--- src/rtl/md5_pkg.sv ---
// md5 package: constants, state enum and round tables
package md5_pkg;

  localparam int unsigned CountW = 61;

  localparam logic [31:0] Iv0 = 32'h67452301;
  localparam logic [31:0] Iv1 = 32'hEFCDAB89;
  localparam logic [31:0] Iv2 = 32'h98BADCFE;
  localparam logic [31:0] Iv3 = 32'h10325476;

  localparam logic [7:0] PadByte = 8'h80;
  localparam logic [5:0] LenPos  = 6'd56;

  localparam logic KindData   = 1'b0;
  localparam logic KindFinish = 1'b1;

  typedef enum logic [2:0] {
    StIdle,
    StPad,
    StRound,
    StFold,
    StEmit
  } state_e;

  function automatic logic [31:0] add_const(input logic [5:0] i);
    logic [31:0] k;
    case (i)
      6'd0:  k = 32'hD76AA478; 6'd1:  k = 32'hE8C7B756;
      6'd2:  k = 32'h242070DB; 6'd3:  k = 32'hC1BDCEEE;
      6'd4:  k = 32'hF57C0FAF; 6'd5:  k = 32'h4787C62A;
      6'd6:  k = 32'hA8304613; 6'd7:  k = 32'hFD469501;
      6'd8:  k = 32'h698098D8; 6'd9:  k = 32'h8B44F7AF;
      6'd10: k = 32'hFFFF5BB1; 6'd11: k = 32'h895CD7BE;
      6'd12: k = 32'h6B901122; 6'd13: k = 32'hFD987193;
      6'd14: k = 32'hA679438E; 6'd15: k = 32'h49B40821;
      6'd16: k = 32'hF61E2562; 6'd17: k = 32'hC040B340;
      6'd18: k = 32'h265E5A51; 6'd19: k = 32'hE9B6C7AA;
      6'd20: k = 32'hD62F105D; 6'd21: k = 32'h02441453;
      6'd22: k = 32'hD8A1E681; 6'd23: k = 32'hE7D3FBC8;
      6'd24: k = 32'h21E1CDE6; 6'd25: k = 32'hC33707D6;
      6'd26: k = 32'hF4D50D87; 6'd27: k = 32'h455A14ED;
      6'd28: k = 32'hA9E3E905; 6'd29: k = 32'hFCEFA3F8;
      6'd30: k = 32'h676F02D9; 6'd31: k = 32'h8D2A4C8A;
      6'd32: k = 32'hFFFA3942; 6'd33: k = 32'h8771F681;
      6'd34: k = 32'h6D9D6122; 6'd35: k = 32'hFDE5380C;
      6'd36: k = 32'hA4BEEA44; 6'd37: k = 32'h4BDECFA9;
      6'd38: k = 32'hF6BB4B60; 6'd39: k = 32'hBEBFBC70;
      6'd40: k = 32'h289B7EC6; 6'd41: k = 32'hEAA127FA;
      6'd42: k = 32'hD4EF3085; 6'd43: k = 32'h04881D05;
      6'd44: k = 32'hD9D4D039; 6'd45: k = 32'hE6DB99E5;
      6'd46: k = 32'h1FA27CF8; 6'd47: k = 32'hC4AC5665;
      6'd48: k = 32'hF4292244; 6'd49: k = 32'h432AFF97;
      6'd50: k = 32'hAB9423A7; 6'd51: k = 32'hFC93A039;
      6'd52: k = 32'h655B59C3; 6'd53: k = 32'h8F0CCC92;
      6'd54: k = 32'hFFEFF47D; 6'd55: k = 32'h85845DD1;
      6'd56: k = 32'h6FA87E4F; 6'd57: k = 32'hFE2CE6E0;
      6'd58: k = 32'hA3014314; 6'd59: k = 32'h4E0811A1;
      6'd60: k = 32'hF7537E82; 6'd61: k = 32'hBD3AF235;
      6'd62: k = 32'h2AD7D2BB; 6'd63: k = 32'hEB86D391;
      default: k = '0;
    endcase
    return k;
  endfunction

  function automatic logic [4:0] rot_amount(input logic [5:0] i);
    logic [4:0] r;
    case ({i[5:4], i[1:0]})
      4'd0: r = 5'd7;   4'd1: r = 5'd12;  4'd2: r = 5'd17;  4'd3: r = 5'd22;
      4'd4: r = 5'd5;   4'd5: r = 5'd9;   4'd6: r = 5'd14;  4'd7: r = 5'd20;
      4'd8: r = 5'd4;   4'd9: r = 5'd11;  4'd10: r = 5'd16; 4'd11: r = 5'd23;
      4'd12: r = 5'd6;  4'd13: r = 5'd10; 4'd14: r = 5'd15; 4'd15: r = 5'd21;
      default: r = '0;
    endcase
    return r;
  endfunction

  // message word index used in round i
  function automatic logic [3:0] word_sel(input logic [5:0] i);
    logic [3:0] g;
    logic [3:0] n;
    n = i[3:0];
    case (i[5:4])
      2'd0: g = n;
      2'd1: g = 4'((n << 2) + n + 4'd1);
      2'd2: g = 4'((n << 1) + n + 4'd5);
      2'd3: g = 4'((n << 3) - n);
      default: g = n;
    endcase
    return g;
  endfunction

endpackage

--- src/rtl/md5_if.sv ---
// valid/ready channel interfaces for the md5 engine
interface md5_in_if;
  logic       valid;
  logic       ready;
  logic       kind;
  logic [7:0] data_byte;
  modport source (output valid, kind, data_byte, input ready);
  modport sink (input valid, kind, data_byte, output ready);
endinterface

interface md5_out_if;
  logic        valid;
  logic        ready;
  logic [31:0] digest_word;
  logic [1:0]  word_index;
  logic        last_word;
  modport source (output valid, digest_word, word_index, last_word, input ready);
  modport sink (input valid, digest_word, word_index, last_word, output ready);
endinterface

--- src/rtl/md5_hash_engine.sv ---
// md5 hash engine top level: byte buffer, padding sequencer and digest output
// a data byte is written to the buffer; a byte that completes a block also runs
//   the 64 rounds of the shared round unit and the fold into the chaining value
// a finish writes the pad bytes and the length, and compresses each padded block,
//   then the four digest words go out, one per cycle while the sink is ready
// throughput: one item at a time; ready is low while padding, rounds or output run
// reset: asynchronous active low, loads the initial chaining value and clears the count
module md5_hash_engine (
  input  logic        clk_i,
  input  logic        rst_ni,
  md5_in_if.sink      in_i,
  md5_out_if.source   out_o
);

  md5_pkg::state_e state_q, state_d;

  // block buffer, one 32-bit word per four bytes
  logic [31:0] buf_mem [16];

  logic [md5_pkg::CountW-1:0] cnt_q, cnt_d;   // message byte count
  logic [5:0]  pos_q, pos_d;                  // buffer write position while padding
  logic [3:0]  pad_n_q, pad_n_d;              // pad step within the length field
  logic        pad_len_q, pad_len_d;          // writing length bytes
  logic        first_q, first_d;              // next pad byte is the 0x80 marker
  logic        fin_q, fin_d;                  // compression belongs to a finish
  logic [1:0]  widx_q, widx_d;

  logic        wr_en;
  logic [5:0]  wr_pos;
  logic [7:0]  wr_byte;
  logic [63:0] bit_len;

  logic        core_start;
  logic        core_busy, core_done, core_init;
  logic [3:0]  core_widx;
  logic [3:0][31:0] cv;

  assign bit_len = {cnt_q, 3'b000};

  md5_round u_round (
    .clk_i      (clk_i),
    .rst_ni     (rst_ni),
    .start_i    (core_start),
    .busy_o     (core_busy),
    .done_o     (core_done),
    .word_idx_o (core_widx),
    .word_i     (buf_mem[core_widx]),
    .cv_o       (cv),
    .init_i     (core_init)
  );

  // byte lanes of the buffer words
  always_ff @(posedge clk_i) begin
    if (wr_en) begin
      buf_mem[wr_pos[5:2]][8*wr_pos[1:0] +: 8] <= wr_byte;
    end
  end

  always_comb begin
    state_d   = state_q;
    cnt_d     = cnt_q;
    pos_d     = pos_q;
    pad_n_d   = pad_n_q;
    pad_len_d = pad_len_q;
    first_d   = first_q;
    fin_d     = fin_q;
    widx_d    = widx_q;
    wr_en     = 1'b0;
    wr_pos    = pos_q;
    wr_byte   = '0;
    core_start = 1'b0;
    core_init = 1'b0;
    in_i.ready  = 1'b0;
    out_o.valid = 1'b0;

    case (state_q)
      md5_pkg::StIdle: begin
        in_i.ready = 1'b1;
        if (in_i.valid) begin
          if (in_i.kind == md5_pkg::KindData) begin
            wr_en   = 1'b1;
            wr_pos  = cnt_q[5:0];
            wr_byte = in_i.data_byte;
            cnt_d   = cnt_q + 1'b1;
            if (cnt_q[5:0] == 6'd63) begin
              fin_d   = 1'b0;
              state_d = md5_pkg::StRound;
            end
          end else begin
            pos_d     = cnt_q[5:0];
            first_d   = 1'b1;
            pad_len_d = 1'b0;
            pad_n_d   = '0;
            fin_d     = 1'b1;
            state_d   = md5_pkg::StPad;
          end
        end
      end
      md5_pkg::StPad: begin
        wr_en = 1'b1;
        if (pad_len_q) begin
          wr_byte = bit_len[8*pad_n_q[2:0] +: 8];
          pad_n_d = pad_n_q + 4'd1;
        end else if (first_q) begin
          wr_byte = md5_pkg::PadByte;
          first_d = 1'b0;
        end
        pos_d = pos_q + 6'd1;
        if (!pad_len_q && pos_q == md5_pkg::LenPos - 6'd1) begin
          pad_len_d = 1'b1;
        end
        if (pos_q == 6'd63) begin
          state_d = md5_pkg::StRound;
        end
      end
      md5_pkg::StRound: begin
        // start pulse on entry, then wait for the fold
        if (!core_busy) begin
          core_start = 1'b1;
          state_d    = md5_pkg::StFold;
        end
      end
      md5_pkg::StFold: begin
        if (core_done) begin
          if (!fin_q) begin
            state_d = md5_pkg::StIdle;
          end else if (pad_len_q && pad_n_q == 4'd8) begin
            widx_d  = '0;
            state_d = md5_pkg::StEmit;
          end else begin
            state_d = md5_pkg::StPad;
          end
        end
      end
      md5_pkg::StEmit: begin
        out_o.valid = 1'b1;
        if (out_o.ready) begin
          widx_d = widx_q + 2'd1;
          if (widx_q == 2'd3) begin
            core_init = 1'b1;
            cnt_d     = '0;
            state_d   = md5_pkg::StIdle;
          end
        end
      end
      default: state_d = md5_pkg::StIdle;
    endcase
  end

  assign out_o.digest_word = cv[widx_q];
  assign out_o.word_index  = widx_q;
  assign out_o.last_word   = (widx_q == 2'd3);

  always_ff @(posedge clk_i or negedge rst_ni) begin
    if (!rst_ni) begin
      state_q   <= md5_pkg::StIdle;
      cnt_q     <= '0;
      pos_q     <= '0;
      pad_n_q   <= '0;
      pad_len_q <= 1'b0;
      first_q   <= 1'b0;
      fin_q     <= 1'b0;
      widx_q    <= '0;
    end else begin
      state_q   <= state_d;
      cnt_q     <= cnt_d;
      pos_q     <= pos_d;
      pad_n_q   <= pad_n_d;
      pad_len_q <= pad_len_d;
      first_q   <= first_d;
      fin_q     <= fin_d;
      widx_q    <= widx_d;
    end
  end

endmodule

--- src/rtl/md5_round.sv ---
// md5 round engine: one shared round datapath, 64 rounds plus fold
module md5_round (
  input  logic                    clk_i,
  input  logic                    rst_ni,
  input  logic                    start_i,
  output logic                    busy_o,
  output logic                    done_o,
  output logic [3:0]              word_idx_o,
  input  logic [31:0]             word_i,
  output logic [3:0][31:0]        cv_o,
  input  logic                    init_i
);

  logic [3:0][31:0] cv_q, cv_d;
  logic [31:0] a_q, b_q, c_q, d_q, a_d, b_d, c_d, d_d;
  logic [5:0]  rnd_q, rnd_d;
  logic        run_q, run_d;
  logic        done_q, done_d;
  logic [31:0] f, t;
  logic [4:0]  r;
  logic [63:0] dbl;

  assign word_idx_o = md5_pkg::word_sel(rnd_q);
  assign r = md5_pkg::rot_amount(rnd_q);

  always_comb begin
    case (rnd_q[5:4])
      2'd0: f = d_q ^ (b_q & (c_q ^ d_q));
      2'd1: f = c_q ^ (d_q & (b_q ^ c_q));
      2'd2: f = b_q ^ c_q ^ d_q;
      default: f = c_q ^ (b_q | ~d_q);
    endcase
    t = a_q + f + word_i + md5_pkg::add_const(rnd_q);
    dbl = {t, t} << r;
  end

  always_comb begin
    cv_d = cv_q;
    a_d = a_q; b_d = b_q; c_d = c_q; d_d = d_q;
    rnd_d = rnd_q;
    run_d = run_q;
    done_d = 1'b0;
    if (start_i) begin
      a_d = cv_q[0]; b_d = cv_q[1]; c_d = cv_q[2]; d_d = cv_q[3];
      rnd_d = '0;
      run_d = 1'b1;
    end else if (run_q) begin
      a_d = d_q;
      d_d = c_q;
      c_d = b_q;
      b_d = b_q + dbl[63:32];
      rnd_d = rnd_q + 6'd1;
      if (rnd_q == 6'd63) begin
        run_d = 1'b0;
        done_d = 1'b1;
        // fold working words back into the chaining value
        cv_d[0] = cv_q[0] + d_q;
        cv_d[1] = cv_q[1] + b_d;
        cv_d[2] = cv_q[2] + b_q;
        cv_d[3] = cv_q[3] + c_q;
      end
    end
    if (init_i) begin
      cv_d = {md5_pkg::Iv3, md5_pkg::Iv2, md5_pkg::Iv1, md5_pkg::Iv0};
    end
  end

  always_ff @(posedge clk_i or negedge rst_ni) begin
    if (!rst_ni) begin
      cv_q   <= {md5_pkg::Iv3, md5_pkg::Iv2, md5_pkg::Iv1, md5_pkg::Iv0};
      rnd_q  <= '0;
      run_q  <= 1'b0;
      done_q <= 1'b0;
    end else begin
      cv_q   <= cv_d;
      rnd_q  <= rnd_d;
      run_q  <= run_d;
      done_q <= done_d;
    end
  end

  always_ff @(posedge clk_i) begin
    a_q <= a_d; b_q <= b_d; c_q <= c_d; d_q <= d_d;
  end

  assign busy_o = run_q;
  assign done_o = done_q;
  assign cv_o   = cv_q;

endmodule
--- src/flat_wrapper.sv ---
// flat-port wrapper written by rule: the top's interface ports become plain ports
module md5_hash_engine_flat 
  (clk_i, rst_ni, in_i_valid, in_i_kind, in_i_data_byte, in_i_ready, out_o_valid, out_o_digest_word, out_o_word_index, out_o_last_word, out_o_ready);
  md5_in_if in_i_i ();
  md5_out_if out_o_i ();
  input  logic clk_i;
  input  logic rst_ni;
  input wire logic [$bits(in_i_i.valid)-1:0] in_i_valid;
  input wire logic [$bits(in_i_i.kind)-1:0] in_i_kind;
  input wire logic [$bits(in_i_i.data_byte)-1:0] in_i_data_byte;
  output wire logic [$bits(in_i_i.ready)-1:0] in_i_ready;
  output wire logic [$bits(out_o_i.valid)-1:0] out_o_valid;
  output wire logic [$bits(out_o_i.digest_word)-1:0] out_o_digest_word;
  output wire logic [$bits(out_o_i.word_index)-1:0] out_o_word_index;
  output wire logic [$bits(out_o_i.last_word)-1:0] out_o_last_word;
  input wire logic [$bits(out_o_i.ready)-1:0] out_o_ready;
  assign in_i_i.valid = in_i_valid;
  assign in_i_i.kind = in_i_kind;
  assign in_i_i.data_byte = in_i_data_byte;
  assign in_i_ready = in_i_i.ready;
  assign out_o_valid = out_o_i.valid;
  assign out_o_digest_word = out_o_i.digest_word;
  assign out_o_word_index = out_o_i.word_index;
  assign out_o_last_word = out_o_i.last_word;
  assign out_o_i.ready = out_o_ready;
  md5_hash_engine u_core (.clk_i(clk_i), .rst_ni(rst_ni), .in_i(in_i_i), .out_o(out_o_i));
endmodule
--- config.mk ---
export PLATFORM = sky130hd
export DESIGN_NAME = md5_hash_engine_flat
export DESIGN_NICKNAME = d
export VERILOG_FILES = /design/src/rtl/md5_pkg.sv /design/src/rtl/md5_if.sv /design/src/rtl/md5_hash_engine.sv /design/src/rtl/md5_round.sv /design/src/flat_wrapper.sv
export SDC_FILE = /design/constraint.sdc
export NUM_CORES = 2
export LEC_CHECK = 0
export BUFFER_PORTS_ARGS = -buffer_cell sky130_fd_sc_hd__buf_2
export CORE_MARGIN = 2
export CORE_UTILIZATION = 25
export DETAILED_ROUTE_END_ITERATION = 8
export MAX_ROUTING_LAYER = met4
export SYNTH_ARGS = -nofsm -noshare
export SYNTH_HDL_FRONTEND = slang
export SYNTH_SLANG_ARGS = --single-unit
export TNS_END_PERCENT = 5
--- constraint.sdc ---
create_clock -name clk_i -period 14.7 [get_ports clk_i]
set_input_delay 0 -clock clk_i [delete_from_list [all_inputs] [get_ports clk_i]]
set_output_delay 0 -clock clk_i [all_outputs]
set_load 0.1 [all_outputs]
==> impl_metrics.yaml <==
detailed_routing:
  wire_per_inst_um: 21.72
  num_vias: 40839
  firstDrtPassIters: 6
  drtIter0Drc: 4444
  drtAntennaViolNets: 0
  viasPerCell: 5.168
  totalWireLength_um: 171700
  drc: 0
grt:
  track_usage: 0.1582
  busiest_layer: "met2"
  antenna_found_initial: 11
  gr-usage-met1: 0.2096
  use_met3: 0.02125
  grt_pass1_vias: 39666
  grt_max_degree: 113
  grt_first_pass_wirelength_um: 257200
  grt-ovfl-total: 0
  use_met2: 0.2494
worst_setup_path:
  worstPathArrival_ns: 14.19
  crit_type: "reg2reg"
  critPathSlowestCell: "fa_1"
  cp-start-kind: "flip-flop"
  cpPeakStageDelay_ns: 0.55
  critPathMaxFanout: 64
  required_ns: 15.29
  crit_path_end_kind: "flip-flop"
cts:
  cts_tree: "done"
  cts_buffers: 86
  clk-insertion-delay-late_ns: 0.71
  clkSinkCount: 855
  clkTransAtPathRegs_ns: 0.07
  htreeDepth: 3
  root_buffer: "clkbuf_16"
  cts_max_path_buffers: 3
  cts_setup_buffers: 0
cells_and_area:
  final_nets: 5321
  drive_gt1_frac: 0.1299
  syn_to_final_growth_pct: 12.52
  fillers: 21826
  final_cells: 7903
place:
  dp_slack_ns: 1.053
  gp_congestion: 0.9195
  dp_hpwl_um: 121300
  dp.cells: 7728
  portBuffers: 49
sta:
  max_slew_margin: 0.1385
  setup_viol_count_final: 0
  fin_worst_skew_ns: 0.05644
  tightest_slew_ns: 1.287
  rsz0062_at_grt: "no"
  slew_violations: 0
  hold_viol_final: 0
  fin_crit_ns: 13.60
  period_share: 0.9252
  finalSetupTns_ns: 0
  setup_ws_ns: 1.099
  fmax_mhz: 73.53
die:
  core_sq_um: 212300
  rows: 169
  initial_core_util: 0.2517
  fp.dieH_um: 466.3
  io_pins: 50
  die-area_sq_um: 217500
  die_x_um: 466.3
status:
  status: "finished clean"
synth:
  synthDistinctLibCells: 94
  synth_top_cell_by_area: "edfxtp_1"
  netlist_top_cells_area: "edfxtp_1, mux4_2, dfrtp_1"
  yosysTopAreaCellShare: 0.3597
  syn_area_per_cell_sq_um: 10.59
  post-synth-top-count-cell: "nand2_1"
  synth_ff_type: "edfxtp_1"
  yosysSeqAreaShare: 0.4618
  ys_seq_elements: 855
  ys.warnings.count: 0
  synth_nets: 5367
  netlist_area_sq_um: 53440
  syn-instance-count: 5048
  synth_common_cells: "nand2_1, edfxtp_1, nor2_1, a21oi_1, o21ai_0"
  postSynth.asyncResetShare: 0.2515
  synth_edf_count: 640
hold_path:
  hold_class: "in2reg"
job:
  cap_violations: 0
-- layer usage --
metal | share of wire | routed length [um]
met5 | 0 | 0
met4 | 0.030 | 5147
met1 | 0.44 | 74880
met2 | 0.47 | 80190
met3 | 0.067 | 11460
-- what timing repair did --
item	4_1_cts	5_1_grt
setup endpoints to repair	0	6
hold buffers	7	0
gates resized for setup	0	4
hold endpoints to repair	82	0
-- flip-flops by register name, indices dropped and copies added, names as in the netlist, 2 cells and up --
| name | flops |
|---|---|
| u_core.u_round.a_q | 32 |
| u_core.u_round.cv_o | 128 |
| u_core.state_q | 3 |
| u_core.cnt_q | 61 |
| u_core.out_o.word_index | 2 |
| u_core.u_round.b_q | 32 |
| u_core.u_round.rnd_q | 6 |
| u_core.u_round.d_q | 32 |
| u_core.buf_mem | 512 |
| u_core.u_round.c_q | 32 |
| u_core.pad_n_q | 4 |
| u_core.pos_q | 6 |
-- worst paths after layout --
check | from | endpoint | slack, ns | cells past startpoint
hold reg to reg | u_core.u_round.cv_o[108]$_DFFE_PN1P_ | u_core.u_round.cv_o[108]$_DFFE_PN1P_ | 0.51 | 2
setup / recovery | u_core.u_round.rnd_q[1]$_DFFE_PN0P_ | u_core.u_round.cv_o[61]$_DFFE_PN1P_ | 1.10 | 53
setup reg to reg | u_core.u_round.rnd_q[1]$_DFFE_PN0P_ | u_core.u_round.cv_o[61]$_DFFE_PN1P_ | 1.10 | 53
min in group asynchronous | rst_ni | u_core.u_round.cv_o[92]$_DFFE_PN1P_ | 0.50 | 3
hold / removal | in_i_data_byte[5] | u_core.buf_mem[7][29]$_DFFE_PP_ | 0.11 | 4
max in group asynchronous | rst_ni | u_core.u_round.cv_o[73]$_DFFE_PN0P_ | 13.26 | 4
-- layout by cell type (no fill, tap or decap), drive strengths merged, types with 85 or more instances in the layout --
master,Yosys,routed
clkbuf,207,112
xor2,90,90
buf,58,125
edfxtp,640,640
ha,234,234
mux2i,97,97
dfrtp,151,151
xnor2,146,146
o211ai,141,141
o21ai,291,291
inv,181,185
a21oi,343,343
mux4,177,177
a21o,85,85
nor2,420,420
nand3,125,125
nand2,737,737
-- area by class of cell --
cell class                      instances  area, sq um  area share
Multi-Input combinational cell       3746        27150      0.4515
Sequential cell                       855        24700      0.4108
Tap cell                             2821         3530     0.05871
Clock buffer                          112         2321     0.03860
Timing Repair Buffer                  131        980.9     0.01632
Clock inverter                         49        743.2     0.01236
Inverter                              182        688.2     0.01145
Antenna cell                            7        17.52   0.0002913
-- logic make-up (layout without fill, tap and decap cells) --
| group | Yosys count | after routing | share of synthesized area |
|---|---|---|---|
| buffers and inverters | 447 | 474 | 0.03182 |
| AND/OR/NAND/NOR | 1679 | 1679 | 0.1396 |
| adder cells (fa/ha/maj) | 307 | 307 | 0.08195 |
| XOR/XNOR | 237 | 237 | 0.03913 |
| flip-flops | 855 | 855 | 0.4618 |
| AO/OA/AOI/OAI | 1187 | 1187 | 0.1398 |
| other | 0 | 7 | 0 |
| multiplexers | 336 | 336 | 0.1059 |
-- worst max-delay path, delay by kind of cell (launching register included) --
kind	cells	cell delay (ns)
compound gates	24	5.67
fa+ha+maj	9	3.19
buf+inv	6	1.25
simple gates	6	1.16
xor+xnor	5	0.96
mux	3	0.81
flops	1	0.32
-- through the flow --
step	instance area, sq um	utilization	hold slack [ns]
2_1_floorplan	53440	-	-0.2956
3_3_place_gp	56940	0.2682	-0.01287
3_5_place_dp	56940	0.2682	-0.008409
4_1_cts	60100	0.2831	0.07114
5_1_grt	60120	0.2832	0.1557
6_report	60120	0.2832	0.1132
Power is not shown: default switching activity piles up to over one toggle a cycle in this logic, so the estimate is an artifact.
